## src/rtl/core/ktr_pkg.sv

```systemverilog
// ktr_pkg: shared types and constants for the keyed block transposition core
// holds the state encoding, controller/datapath command and status structs,
// and config register indexes; no dependencies
package ktr_pkg;

    localparam int MAX_KEY_LEN = 7;
    localparam int KEY_W       = 8 * MAX_KEY_LEN;
    localparam int POS_W       = $clog2(MAX_KEY_LEN + 1);

    localparam logic [7:0] PAD_BYTE = 8'h20;

    // config register indexes
    localparam logic [1:0] CFG_KEY_CHARS  = 2'd0;
    localparam logic [1:0] CFG_KEY_LENGTH = 2'd1;
    localparam logic [1:0] CFG_DIRECTION  = 2'd2;

    // direction codes
    localparam logic DIR_ENCRYPT = 1'b0;
    localparam logic DIR_DECRYPT = 1'b1;

    typedef enum logic [1:0] {
        ST_COLLECT,
        ST_RANK,
        ST_LOAD,
        ST_SHOW
    } ktr_state_t;

    // commands from controller to datapath
    typedef struct packed {
        logic capture;
        logic rank;
        logic load_out;
    } ktr_cmd_t;

    // status from datapath to controller
    typedef struct packed {
        logic flush;
        logic out_last;
    } ktr_status_t;

endpackage

```

## src/rtl/core/ktr_ctrl.sv

```systemverilog
// ktr_ctrl: sequencer for the keyed block transposition core
// collects input beats, triggers the rank pass and paces the output beats
// depends on ktr_pkg
module ktr_ctrl
    import ktr_pkg::*;
(
    input  logic        aclk,
    input  logic        aresetn,
    input  logic        s_tvalid,
    output logic        s_tready,
    output logic        m_tvalid,
    input  logic        m_tready,
    input  ktr_status_t status,
    output ktr_cmd_t    cmd
);

    ktr_state_t state_reg, state_next;

    // state register
    always_ff @(posedge aclk) begin
        if (!aresetn) begin
            state_reg <= ST_COLLECT;
        end else begin
            state_reg <= state_next;
        end
    end

    // next state
    always_comb begin
        state_next = state_reg;
        case (state_reg)
            ST_COLLECT: begin
                if (s_tvalid && status.flush) begin
                    state_next = ST_RANK;
                end
            end
            ST_RANK: begin
                state_next = ST_LOAD;
            end
            ST_LOAD: begin
                state_next = ST_SHOW;
            end
            ST_SHOW: begin
                if (m_tready && status.out_last) begin
                    state_next = ST_COLLECT;
                end
            end
            default: begin
                state_next = ST_COLLECT;
            end
        endcase
    end

    // outputs and datapath commands
    always_comb begin
        s_tready     = 1'b0;
        m_tvalid     = 1'b0;
        cmd.capture  = 1'b0;
        cmd.rank     = 1'b0;
        cmd.load_out = 1'b0;
        case (state_reg)
            ST_COLLECT: begin
                s_tready    = 1'b1;
                cmd.capture = s_tvalid;
            end
            ST_RANK: begin
                cmd.rank = 1'b1;
            end
            ST_LOAD: begin
                cmd.load_out = 1'b1;
            end
            ST_SHOW: begin
                m_tvalid     = 1'b1;
                cmd.load_out = m_tready && !status.out_last;
            end
            default: begin
                s_tready = 1'b0;
            end
        endcase
    end

    // input and output sides never open together
    assert property (@(posedge aclk) disable iff (!aresetn) !(s_tready && m_tvalid))
        else $error("ktr_ctrl: input and output both active");

    // a rank pass is always followed by loading the first output byte
    assert property (@(posedge aclk) disable iff (!aresetn) cmd.rank |=> cmd.load_out)
        else $error("ktr_ctrl: rank pass not followed by output load");

    // a flushing capture starts the rank pass next cycle
    assert property (@(posedge aclk) disable iff (!aresetn)
        (cmd.capture && status.flush) |=> cmd.rank)
        else $error("ktr_ctrl: flush did not start rank pass");

endmodule

```

## src/rtl/core/ktr_dp.sv

```systemverilog
// ktr_dp: datapath of the keyed block transposition core
// block buffer, fill count, key rank permutation and output register
// depends on ktr_pkg
module ktr_dp
    import ktr_pkg::*;
(
    input  logic              aclk,
    input  logic              aresetn,
    input  ktr_cmd_t          cmd,
    output ktr_status_t       status,
    input  logic [7:0]        in_byte,
    input  logic              in_eos,
    input  logic [KEY_W-1:0]  key_chars,
    input  logic [POS_W-1:0]  key_length,
    input  logic              direction,
    output logic [7:0]        out_byte,
    output logic              out_last
);

    logic [7:0]       blkbuf_reg [MAX_KEY_LEN];
    logic [7:0]       hold_reg   [MAX_KEY_LEN];
    logic [POS_W-1:0] src_reg    [MAX_KEY_LEN];
    logic [POS_W-1:0] src_next   [MAX_KEY_LEN];
    logic [POS_W-1:0] rank_w     [MAX_KEY_LEN];
    logic [POS_W-1:0] fill_reg, fill_next, fill_after;
    logic [POS_W-1:0] len_reg;
    logic [POS_W-1:0] idx_reg, idx_next;
    logic [POS_W-1:0] eff_len;
    logic [7:0]       out_byte_reg, out_byte_next;
    logic             out_last_reg, out_last_next;

    // effective block length: zero reads as one
    always_comb begin
        eff_len = (key_length == '0) ? POS_W'(1) : key_length;
        if (eff_len > POS_W'(MAX_KEY_LEN)) begin
            eff_len = POS_W'(MAX_KEY_LEN);
        end
    end

    // fill count after taking this beat, and the flush decision
    always_comb begin
        fill_after = (fill_reg < POS_W'(MAX_KEY_LEN)) ? fill_reg + POS_W'(1) : fill_reg;
        status.flush    = (fill_after >= eff_len) || in_eos;
        status.out_last = out_last_reg;
    end

    // rank of each key position, ties broken by position
    always_comb begin
        logic [7:0]       ci;
        logic [7:0]       dj;
        logic [POS_W-1:0] cnt;
        for (int i = 0; i < MAX_KEY_LEN; i++) begin
            ci  = key_chars[8*i +: 8];
            cnt = '0;
            for (int j = 0; j < MAX_KEY_LEN; j++) begin
                dj = key_chars[8*j +: 8];
                if ((POS_W'(j) < eff_len) && ((dj < ci) || ((dj == ci) && (j < i)))) begin
                    cnt = cnt + POS_W'(1);
                end
            end
            rank_w[i] = cnt;
        end
    end

    // source position for each output position
    always_comb begin
        for (int k = 0; k < MAX_KEY_LEN; k++) begin
            src_next[k] = '0;
            if (direction == DIR_DECRYPT) begin
                src_next[k] = rank_w[k];
            end else begin
                for (int i = 0; i < MAX_KEY_LEN; i++) begin
                    if ((POS_W'(i) < eff_len) && (rank_w[i] == POS_W'(k))) begin
                        src_next[k] = POS_W'(i);
                    end
                end
            end
        end
    end

    // fill count and output index control
    always_comb begin
        fill_next = fill_reg;
        idx_next  = idx_reg;
        if (cmd.capture) begin
            fill_next = fill_after;
        end
        if (cmd.rank) begin
            fill_next = '0;
            idx_next  = '0;
        end else if (cmd.load_out) begin
            idx_next = idx_reg + POS_W'(1);
        end
    end

    // next output beat
    always_comb begin
        out_byte_next = out_byte_reg;
        out_last_next = out_last_reg;
        if (cmd.load_out) begin
            out_byte_next = hold_reg[src_reg[idx_reg]];
            out_last_next = (idx_reg == len_reg - POS_W'(1));
        end
    end

    // control registers
    always_ff @(posedge aclk) begin
        if (!aresetn) begin
            fill_reg     <= '0;
            idx_reg      <= '0;
            out_last_reg <= 1'b0;
        end else begin
            fill_reg     <= fill_next;
            idx_reg      <= idx_next;
            out_last_reg <= out_last_next;
        end
    end

    // block buffer write
    always_ff @(posedge aclk) begin
        if (cmd.capture && (fill_reg < POS_W'(MAX_KEY_LEN))) begin
            blkbuf_reg[fill_reg] <= in_byte;
        end
    end

    // padded block, permutation and length snapshot
    always_ff @(posedge aclk) begin
        if (cmd.rank) begin
            len_reg <= eff_len;
            for (int i = 0; i < MAX_KEY_LEN; i++) begin
                hold_reg[i] <= (POS_W'(i) < fill_reg) ? blkbuf_reg[i] : PAD_BYTE;
                src_reg[i]  <= src_next[i];
            end
        end
    end

    // output byte register
    always_ff @(posedge aclk) begin
        out_byte_reg <= out_byte_next;
    end

    assign out_byte = out_byte_reg;
    assign out_last = out_last_reg;

    // rank pass empties the block
    assert property (@(posedge aclk) disable iff (!aresetn) cmd.rank |=> (fill_reg == '0))
        else $error("ktr_dp: fill count not cleared by rank pass");

endmodule

```

## src/rtl/core/keyed_block_transposition.sv

```systemverilog
// keyed_block_transposition: columnar transposition of a byte stream by key rank
// the beat that completes a block is followed by the rank state and then the load
// state; the first output beat is valid in the show state that follows them
// a block of L bytes takes L input beats, the rank and load states, then L output beats
// (one per cycle while m_tready holds); input is closed while a block is emitted
// reset: aresetn clears fill count and control; key 0, length 1, encrypt
// instantiates ktr_ctrl and ktr_dp, depends on ktr_pkg
module keyed_block_transposition
    import ktr_pkg::*;
(
    input  logic             aclk,
    input  logic             aresetn,
    // config write port
    input  logic             cfg_wr_en,
    input  logic [1:0]       cfg_index,
    input  logic [KEY_W-1:0] cfg_wdata,
    // input stream
    input  logic             s_tvalid,
    output logic             s_tready,
    input  logic [7:0]       s_tdata,   // [7:0] in_byte
    input  logic             s_tlast,   // end_of_stream
    // output stream
    output logic             m_tvalid,
    input  logic             m_tready,
    output logic [7:0]       m_tdata,   // [7:0] out_byte
    output logic             m_tlast    // block_end
);

    logic [KEY_W-1:0] key_chars_reg;
    logic [POS_W-1:0] key_length_reg;
    logic             direction_reg;
    ktr_cmd_t         cmd;
    ktr_status_t      status;

    // config registers
    always_ff @(posedge aclk) begin
        if (!aresetn) begin
            key_chars_reg  <= '0;
            key_length_reg <= POS_W'(1);
            direction_reg  <= DIR_ENCRYPT;
        end else if (cfg_wr_en) begin
            case (cfg_index)
                CFG_KEY_CHARS:  key_chars_reg  <= cfg_wdata;
                CFG_KEY_LENGTH: key_length_reg <= cfg_wdata[POS_W-1:0];
                CFG_DIRECTION:  direction_reg  <= cfg_wdata[0];
                default:        key_chars_reg  <= key_chars_reg;
            endcase
        end
    end

    // sequencer
    ktr_ctrl u_ctrl (
        .aclk     (aclk),
        .aresetn  (aresetn),
        .s_tvalid (s_tvalid),
        .s_tready (s_tready),
        .m_tvalid (m_tvalid),
        .m_tready (m_tready),
        .status   (status),
        .cmd      (cmd)
    );

    // datapath
    ktr_dp u_dp (
        .aclk       (aclk),
        .aresetn    (aresetn),
        .cmd        (cmd),
        .status     (status),
        .in_byte    (s_tdata),
        .in_eos     (s_tlast),
        .key_chars  (key_chars_reg),
        .key_length (key_length_reg),
        .direction  (direction_reg),
        .out_byte   (m_tdata),
        .out_last   (m_tlast)
    );

endmodule
```

## config.mk

```make
export PLATFORM = sky130hd
export DESIGN_NAME = keyed_block_transposition
export DESIGN_NICKNAME = d
export VERILOG_FILES = /design/src/rtl/core/ktr_pkg.sv /design/src/rtl/core/ktr_ctrl.sv /design/src/rtl/core/ktr_dp.sv /design/src/rtl/core/keyed_block_transposition.sv
export SDC_FILE = /design/constraint.sdc
export NUM_CORES = 1
export LEC_CHECK = 0
export BUFFER_PORTS_ARGS = -buffer_cell sky130_fd_sc_hd__clkbuf_2
export CAP_MARGIN = 20
export CORE_MARGIN = 3
export CORE_UTILIZATION = 45
export DETAILED_ROUTE_END_ITERATION = 16
export REMOVE_ABC_BUFFERS = 1
export SYNTH_ARGS = -nofsm -noshare
export SYNTH_HDL_FRONTEND = slang
export SYNTH_SLANG_ARGS = --single-unit
export TNS_END_PERCENT = 100
```

## constraint.sdc

```tcl
create_clock -name aclk -period 10.4 [get_ports aclk]
set_clock_uncertainty 0.2 [all_clocks]
set_input_delay 0.52 -clock aclk [delete_from_list [all_inputs] [get_ports aclk]]
set_output_delay 0.52 -clock aclk [all_outputs]
set_load 0.05 [all_outputs]
```

Yosys cells after proc, flatten, opt, wreduce, memory -nomap -nowiden
Memories as Yosys holds them, arrays and structs flattened. A register that Yosys moved wholly into a read port is not among the register bits.
Index checks and enable logic that the tools add are counted.
{"block": "op_classes", "bitwise_logic": 1, "shift": 0, "mux": 122, "multipliers": 0, "add_sub_neg": 45, "order_cmp": 66, "div": 0, "eq_ne": 65, "reduce_logical": 132}
{"cell": "< comparator 8 bit", "n": 49}
{"cell": "2-to-1 mux 3 bit", "n": 75}
{"cell": "equality test 8 bit", "n": 21}
{"cell": "adder 3 x 1 -> 3 bit (second input constant)", "n": 37}
{"cell": "logical AND 1 bit", "n": 95}
{"cell": "2-to-1 mux 8 bit", "n": 7}
{"cell": "equality test 3 bit (second input constant)", "n": 18}
{"cell": "equality test 3 x 2 -> 1 bit (second input constant)", "n": 12}
{"cell": "2-to-1 mux 2 bit", "n": 16}
{"cell": "logical OR 1 bit", "n": 22}
{"cell": "2-to-1 mux 1 bit", "n": 22}
{"cell": "zero test 3 bit", "n": 7}
{"cell": "equality test 3 x 1 -> 1 bit (second input constant)", "n": 6}
{"cell": "< comparator 3 bit (first input constant)", "n": 6}
{"cell": "adder 1 x 1 -> 2 bit (second input constant)", "n": 7}
{"cell": "< comparator 1 x 3 -> 1 bit (first input constant)", "n": 4}
{"cell": "< comparator 2 x 3 -> 1 bit (first input constant)", "n": 4}
{"cell": "case mux 2 bit (4 select lines)", "n": 1}
{"cell": "AND reduction 2 bit", "n": 4}
{"cell": "equality test 2 bit (second input constant)", "n": 3}
{"cell": "equality test 2 x 1 -> 1 bit (second input constant)", "n": 2}
{"cell": "zero test 2 bit", "n": 2}
{"cell": "inequality test 2 x 1 -> 1 bit (second input constant)", "n": 2}
{"cell": "equality test 3 bit", "n": 1}
{"cell": "other kinds (8)", "n": 8}
{"block": "totals", "in_bits": 72, "n_memories": 3, "latch_bits": 0, "mem_bits_rw": 133, "out_inout_bits": 11, "rom_bits": 0, "register_bits": 72, "word_cells": 442}
{"memory": "u_dp.blkbuf_reg", "depth": 7, "width": 8, "rd": 7, "rd_clocked_by_memory_dff": 0, "wr": 1, "line_no": "ktr_dp.sv:20", "rtl": "logic [7:0] blkbuf_reg [MAX_KEY_LEN];"}
{"memory": "u_dp.hold_reg", "depth": 7, "width": 8, "rd": 1, "rd_clocked_by_memory_dff": 1, "wr": 7, "line_no": "ktr_dp.sv:21", "rtl": "logic [7:0] hold_reg [MAX_KEY_LEN];"}
{"memory": "u_dp.src_reg", "depth": 7, "width": 3, "rd": 1, "rd_clocked_by_memory_dff": 1, "wr": 7, "line_no": "ktr_dp.sv:22", "rtl": "logic [POS_W-1:0] src_reg [MAX_KEY_LEN];"}

Depth between registers and ports, before layout
Gate-level depths: netlist (run 1).
{"block": "logic_depth", "word_depth": 28, "mapped_depth": 29, "depth_no_buf": 29}

By module
From an unflattened synthesis (run 1), not the netlist that was laid out.
{"block": "unflattened", "cells_unflattened": 1605, "hier_area_um2": 15877.7}
{"mod": "ktr_dp", "area_per_inst_um2": 13261.5, "seq_area_each_um2": 4524.3, "cells_each": 1325, "n_inst": 1}
{"mod": "keyed_block_transposition", "area_per_inst_um2": 2429.8, "seq_area_each_um2": 1201.2, "cells_each": 259, "n_inst": 1}
{"mod": "ktr_ctrl", "area_per_inst_um2": 186.4, "seq_area_each_um2": 40.0, "cells_each": 21, "n_inst": 1}

Worst setup path before layout (run 1)
OpenSTA, ideal clock, no wires.
{"block": "synth_path", "path_kind": "reg2reg", "start": "register key_chars_reg[1]", "end": "memory u_dp.src_reg[0][0] (netlist name) (data pin)", "path_stages_with_launch": 30, "setup_slack_ps": 4534, "path_buffers": 0, "t_arrival_ps": 5400, "period_less_slack_ps": 5866, "setup_time_ps": 266, "t_required_ps": 9934, "cell_sequence": "dfxtp_1 > inv_1 > ha_1 > nor2b_1 > o21a_1 > o21ai_0 > a21oi_1 > nor2_1 > o21ai_0 > a21o_1 > ha_1 > inv_1 > nor2_1 > a32oi_1 > nand2_1 > or2_4 > ha_1 > mux2_4 > ha_1 > o211ai_1 > nand2_1 > ha_1 > nand3_1 > a211o_1 > xor2_1 > xnor3_1 > and3_1 > a2111o_1 > nand4b_1 > o211ai_1"}
{"element": "start, declared", "line_no": "keyed_block_transposition.sv:29", "rtl": "logic [KEY_W-1:0] key_chars_reg;"}
{"element": "start signal, assigned", "line_no": "keyed_block_transposition.sv:43", "rtl": "CFG_KEY_CHARS: key_chars_reg <= cfg_wdata;"}
{"element": "start signal, assigned", "line_no": "keyed_block_transposition.sv:46", "rtl": "default: key_chars_reg <= key_chars_reg;"}
{"element": "end, declared", "line_no": "ktr_dp.sv:22"}

==> results.md, run 1 <==
* Vias in the first global route at 12370
* Final Core Density at 52.72%
* Cell Area, Synth at 15490 µm²
* Worst hold path class: in -> reg
* Yosys reg bits at 216
* Worst-Margin Slew at 1.029 ns
* Max Fclk at 145.6 MHz
* Data arrival time of the critical path at 6.95 ns
* Total gr overflow at 0
* Root buffer cell: clkbuf_16
* Ys flop type: edfxtp_1
* Unrepaired setup endpoints after global routing: no
* Gate power share at 33.3%
* Die area at 36700 µm²
* CTS tree: built
* Net total in the final layout at 1996
* Initial Util at 45.98%
* Grt met1 use at 32.36%
* DIE WIDTH at 191.6 µm
* Final ANT Viol Nets at 0
* Synth area leader: edfxtp_1
* PortBufs at 82
* Inserted Diodes at 0
* Largest net degree at the start of global routing at 82
* Vias at 12570
* Fin. Hold Viols at 0
* Hold slack at 0.01025 ns
* Sequential Power Share at 38.0%
* Most Crowded Layer GR: met2
* Post-CTS setup buffers at 0
* GR Layer Usage met2 at 42.70%
* Area grow syn2layout at 14.66%
* GRT Total Usage at 25.06%
* Number of vias per cell at 5.773
* Final wirelength at 45670 µm
* Crit path max fanout at 7
* Most common cell in the netlist: ha_1
* Static leakage at 7.141 nW
* DRT iter0 DRCs at 684
* Max Buffers Root-to-Sink at 3
* Final setup fails at 0
* Drt drc at 0
* Layout cells sized above 1 at 10.87%
* Largest cells by area after synthesis: edfxtp_1 28%, ha_1 17%, dfxtp_1 9.3%
* Post-synth EDFFs at 144
* WP data required at 10.48 ns
* Period utilization at 66.02%
* CTS buffer count at 25
* Power Internal at 2.026 mW
* H-Tree Level Count at 1
* Sw Share at 35.03%
* Clock Sinks at 216
* Min cycle time layout at 6.867 ns
* Total of max-cap violations at 0
* M3 GR Usage at 2.751%
* Layout filler cell count at 3082
* Worst slew margin at 30.89%
* R2r setup slk at 3.53 ns
* Clk_lat worst skew at 0.56 ns
* Synth top area share at 27.91%
* Core area at 33700 µm²
* Part of the power in the clock network at 28.7%
* Net Switching at 1.092 mW
* Yosys cell types at 89
* Register area at 5766 µm²
* Worst setup SP type: register
* # IOs at 83
* Seq/Total Area, Yosys at 37.21%
* HPWL Detailed at 34690 µm
* Synth cell count leaders: 213 x ha_1, 198 x nand2_1, 144 x edfxtp_1
* Syn avg cell area at 9.776 µm²
* Crit end category: register
* Rows at 67
* Final Max Slew Viols at 0
* Multi-input gate area at 9215 µm²
* Initial antenna violation count at 0
* Share of flip-flops with an asynchronous set or reset at 0%
* Die Y at 191.6 µm
* Crit path kind: reg -> reg
* DRT Pass-1 Iters at 5
* CTS clock-pin slew for the worst setup and hold paths at 0.06 ns
* First-pass GRT wire length at 71180 µm
* Outcome: completed
* Routed WL per cell at 20.98 µm
* Peak supply drop at 0.2244 mV
* Synth Instances at 1585
* PwrDens at 175.5 nW/µm²
* Overall power at 3.118 mW
* Setup_tns at 0 ns
* Syn. warnings at 0
* GP Congestion at 0.9369
-- layer usage --
metal / vias to the layer above / share of wire (%)
met5: - / 0
met4: 0 / 4.7
met3: 95 / 4.5
met2: 344 / 47
met1: 6015 / 43
li1: 6114 / -
-- what timing repair did --
action	CTS	global route
hold endpoints to repair	50	0
resized for setup	0	0
hold buffers	50	0
setup endpoints to repair	0	0
-- power groups by stage --
| stage | logic (mW) | clock network, mW | registers (mW) |
|---|---|---|---|
| after floorplan | 0.659 | 0 | 1.24 |
| after global placement | 0.998 | 0 | 1.21 |
| after detailed placement | 1.01 | 0 | 1.21 |
| after CTS | 1.03 | 0.911 | 1.19 |
| after global routing | 1.16 | 0.943 | 1.20 |
| final | 1.04 | 0.894 | 1.19 |
-- cells by family after synthesis --
logic type / synth area share (%)
compound gates: 16.72
xor+xnor: 3.771
flops: 37.21
buf+inv: 3.488
mux: 3.908
simple gates: 17.70
fa+ha+maj: 17.20
-- cell usage in the layout, fill, tap and decap left out, types with 10 or more instances in the layout --
cell type	synthesis	routed
o21a_1	27	27
o21ai_0	63	63
a21o_1	19	19
a21oi_1	69	69
nor2_1	68	68
a21boi_0	59	59
mux2i_1	32	31
nor3_1	23	23
and2_1	24	24
clkbuf_2	0	82
nor2b_1	48	48
dfxtp_1	72	72
and3_1	27	27
edfxtp_1	144	144
nand3_1	30	30
mux2_2	18	18
nand2b_1	21	21
clkbuf_16	0	27
dlygate4sd3_1	0	50
a31oi_1	12	12
nand2_1	198	198
o211ai_1	24	24
nor4_1	10	10
a211o_1	14	14
inv_1	85	85
xor2_1	18	18
ha_1	213	212
buf_4	1	18
xnor2_1	24	24
nand4_1	33	33
a211oi_1	10	10
-- worst max-delay path, stage by stage, from the launching register on --
cell and delay, ns:
dfxtp_1 0.60, ha_1 0.34, nor2b_1 0.14, o211ai_1 0.34
nand3_1 0.14, a211o_1 0.33, nand2_1 0.10, inv_1 0.06
ha_1 0.32, inv_1 0.09, nor2_1 0.05, a32oi_1 0.21
nand2_1 0.14, or2_4 0.30, ha_1 0.30, mux2_4 0.30
ha_1 0.28, o211ai_1 0.10, nand2_1 0.08, ha_1 0.14
nand3_1 0.07, a211o_1 0.31, xor2_1 0.17, xnor3_1 0.56
and3_1 0.29, a2111o_1 0.42, nand4b_1 0.11, o211ai_1 0.12
-- cell type report --
class,count,share of cell area (%)
Clock inverter,14,0.7536
Tap cell,448,3.155
Timing Repair Buffer,151,6.043
Clock buffer,31,3.888
Sequential cell,216,32.45
Multi-Input combinational cell,1230,51.87
Inverter,87,1.838
-- per-stage QoR --
step	cells	setup WS, ns	area, µm²
after floorplan	1533	4.521	15280
after global placement	2080	3.668	16410
after detailed placement	2080	3.661	16410
after CTS	2175	3.578	17730
after global routing	2177	3.227	17770
final	2177	3.533	17770
-- final timing paths --
check | cells after the start | to | from
setup / recovery | 27 | u_dp.src_reg[0][0]$_DFFE_PP_ | key_chars_reg[25]$_SDFFE_PN0P_
hold / removal | 3 | key_chars_reg[51]$_SDFFE_PN0P_ | cfg_wdata[51]
setup reg to reg | 27 | u_dp.src_reg[0][0]$_DFFE_PP_ | key_chars_reg[25]$_SDFFE_PN0P_
hold reg to reg | 2 | key_chars_reg[24]$_SDFFE_PN0P_ | key_chars_reg[24]$_SDFFE_PN0P_
(Power assumes the default switching activity.)
==> run 2: changes to the inputs <==
==> constraint.sdc (replaced) <==
create_clock -name aclk -period 5.9 [get_ports aclk]
set_clock_uncertainty 0.2 [all_clocks]
set_input_delay 0.295 -clock aclk [delete_from_list [all_inputs] [get_ports aclk]]
set_output_delay 0.295 -clock aclk [all_outputs]
set_load 0.05 [all_outputs]
==> results.md, run 2 (synthesis gave the netlist of run 1 again) <==
* Outcome: completed (unchanged)
* GRT Total Usage at 24.42% (was 25.06%)
* WP data required at 5.97 ns (was 10.48 ns)
* DRT iter0 DRCs at 576 (was 684)
* Vias at 12900 (was 12570)
* Layout cells sized above 1 at 19.53% (was 10.87%)
* Die area at 36700 µm² (unchanged)
* Worst slew margin at 38.89% (was 30.89%)
* First-pass GRT wire length at 70010 µm (was 71180 µm)
* Commonest non-fill, non-tap cell in the layout: ha_1 (unchanged)
* H-Tree Level Count at 1 (unchanged)
* Final Max Slew Viols at 0 (unchanged)
* CTS buffer count at 25 (unchanged)
* GP Congestion at 0.9519 (was 0.9369)
* Min-delay src: aresetn (was cfg_wdata[51])
* Total of max-cap violations at 0 (unchanged)
* Worst-Margin Slew at 0.9154 ns (was 1.029 ns)
* CTS clock-pin slew for the worst setup and hold paths at 0.06 ns (about the same)
* Final ANT Viol Nets at 0 (unchanged)
* Metal3 WL at 1709 µm (was 2043 µm)
* Hold slack at 0.1077 ns (was 0.01025 ns)
* Die Y at 191.6 µm (unchanged)
* DIE WIDTH at 191.6 µm (unchanged)
* Setup_tns at 0 ns (unchanged)
* Worst hold path class: in -> reg (unchanged)
* Period utilization at 96.14% (was 66.02%)
* Total gr overflow at 0 (unchanged)
* Final wirelength at 45270 µm (was 45670 µm)
* Drt drc at 0 (unchanged)
* Data arrival time of the critical path at 5.74 ns (was 6.95 ns)
* Number of vias per cell at 5.580 (was 5.773)
* Routed WL per cell at 19.58 µm (was 20.98 µm)
* PortBufs at 82 (unchanged)
* Most frequent cells in the layout: 203 x ha_1, 196 x nand2_1, 144 x edfxtp_1 (was 212 x ha_1, 198 x nand2_1, 144 x edfxtp_1)
* Max Buffers Root-to-Sink at 3 (unchanged)
* DRT Pass-1 Iters at 5 (unchanged)
* Largest net degree at the start of global routing at 82 (unchanged)
* Crit path max fanout at 4 (was 7)
* DR WL met2 at 21930 µm (was 21690 µm)
* CTS tree: built (unchanged)
* Rows at 67 (unchanged)
* PwrDens at 297.8 nW/µm² (was 175.5 nW/µm²)
* Initial antenna violation count at 0 (unchanged)
* FF-to-FF Start: key_chars_reg[49]$_SDFFE_PN0P_ (was key_chars_reg[25]$_SDFFE_PN0P_)
* Static leakage at 7.855 nW (was 7.141 nW)
* Peak supply drop at 0.4242 mV (was 0.2244 mV)
* Overall power at 5.706 mW (was 3.118 mW)
* Fin. Hold Viols at 0 (unchanged)
* Net total in the final layout at 2130 (was 1996)
* # IOs at 83 (unchanged)
* Final Core Density at 56.86% (was 52.72%)
* Crit path from: key_chars_reg[49]$_SDFFE_PN0P_ (was key_chars_reg[25]$_SDFFE_PN0P_)
* Area grow syn2layout at 23.66% (was 14.66%)
* Inserted Diodes at 0 (unchanged)
* Crit path kind: reg -> reg (unchanged)
* Crit end category: register (unchanged)
* Clock Sinks at 216 (unchanged)
* Core area at 33700 µm² (unchanged)
* Vias in the first global route at 12800 (was 12370)
* DRT met1 WL at 19290 µm (was 19780 µm)
* Clk_lat worst skew at 0.55 ns (was 0.56 ns)
* Layout Cells excl Fill at 2312 (was 2177)
* Min cycle time layout at 5.672 ns (was 6.867 ns)
* Post-Place Cells at 2193 (was 2080)
* HPWL Detailed at 35040 µm (was 34690 µm)
* Max Fclk at 176.3 MHz (was 145.6 MHz)
* Root buffer cell: clkbuf_16 (unchanged)
* Worst setup SP type: register (unchanged)
* Final setup fails at 0 (unchanged)
* DR top layer: met4 (unchanged)
* Initial Util at 45.98% (unchanged)
-- run 2: path summary, 6_finish.rpt --
path / cells after the start / slack (ns) / to
max: 24 / 0.23 / u_dp.src_reg[0][2]$_DFFE_PP_
min: 3 / 0.11 / key_length_reg[0]$_SDFFE_PN1P_
max reg2reg: 24 / 0.23 / u_dp.src_reg[0][2]$_DFFE_PP_
min reg2reg: 2 / 0.27 / key_chars_reg[24]$_SDFFE_PN0P_
-- run 2: final cells by class --
class,count,area (µm²)
Tap cell,448,560.5
Clock buffer,37,700.7
Fill cell,2972,14540
Sequential cell,216,5779
Multi-Input combinational cell,1230,9514
Clock inverter,9,160.2
Inverter,87,326.6
Timing Repair Buffer,285,2120
-- run 2: layer usage --
layer  vias up  global-route usage [%]
met1      6105                   28.96
met5         -                       0
li1       6385                       -
met3       110                   2.916
met2       302                   43.90
met4         0                   11.46
-- run 2: what timing repair did --
action | 4_1_cts | 5_1_grt
pin swaps | 3 | 29
hold buffers | 66 | 0
setup buffers | 1 | 5
hold endpoints to repair | 117 | 0
endpoints found under the setup margin | 10 | 21
resized for setup | 7 | 68
-- run 2: through the flow --
| stage | cell area, µm² | setup WS [ns] |
|---|---|---|
| finish | 19160 | 0.2276 |
| global route | 19160 | -0.01767 |
| CTS | 18820 | 0.01142 |
| detailed placement | 17250 | -0.1261 |
| global placement | 17250 | -0.04669 |
| floorplan | 15280 | 0.02108 |
-- run 2: worst max-delay path: stages (launching register included) --
cell	delay (ns)
dfxtp_1	0.30
inv_1	0.21
ha_1	0.30
and4b_1	0.18
a211o_1	0.30
a21oi_2	0.21
o21ai_0	0.15
inv_1	0.09
ha_1	0.27
nor4_2	0.36
nor2_1	0.10
inv_1	0.07
ha_1	0.22
o21ai_0	0.08
o31a_1	0.25
inv_2	0.06
ha_1	0.29
mux2_2	0.29
ha_1	0.18
nand2_1	0.08
xnor3_1	0.33
nor2b_1	0.17
a21oi_2	0.25
inv_1	0.07
o32a_1	0.39
-- run 2: power by group --
part / total [mW] / switching (mW) / internal, mW / leakage [nW]
clock: 1.63 / 0.632 / 1.00 / 0.422
combinational: 1.99 / 1.18 / 0.808 / 5.51
sequential: 2.09 / 0.119 / 1.97 / 1.92
total: 5.71 / 1.93 / 3.78 / 7.86
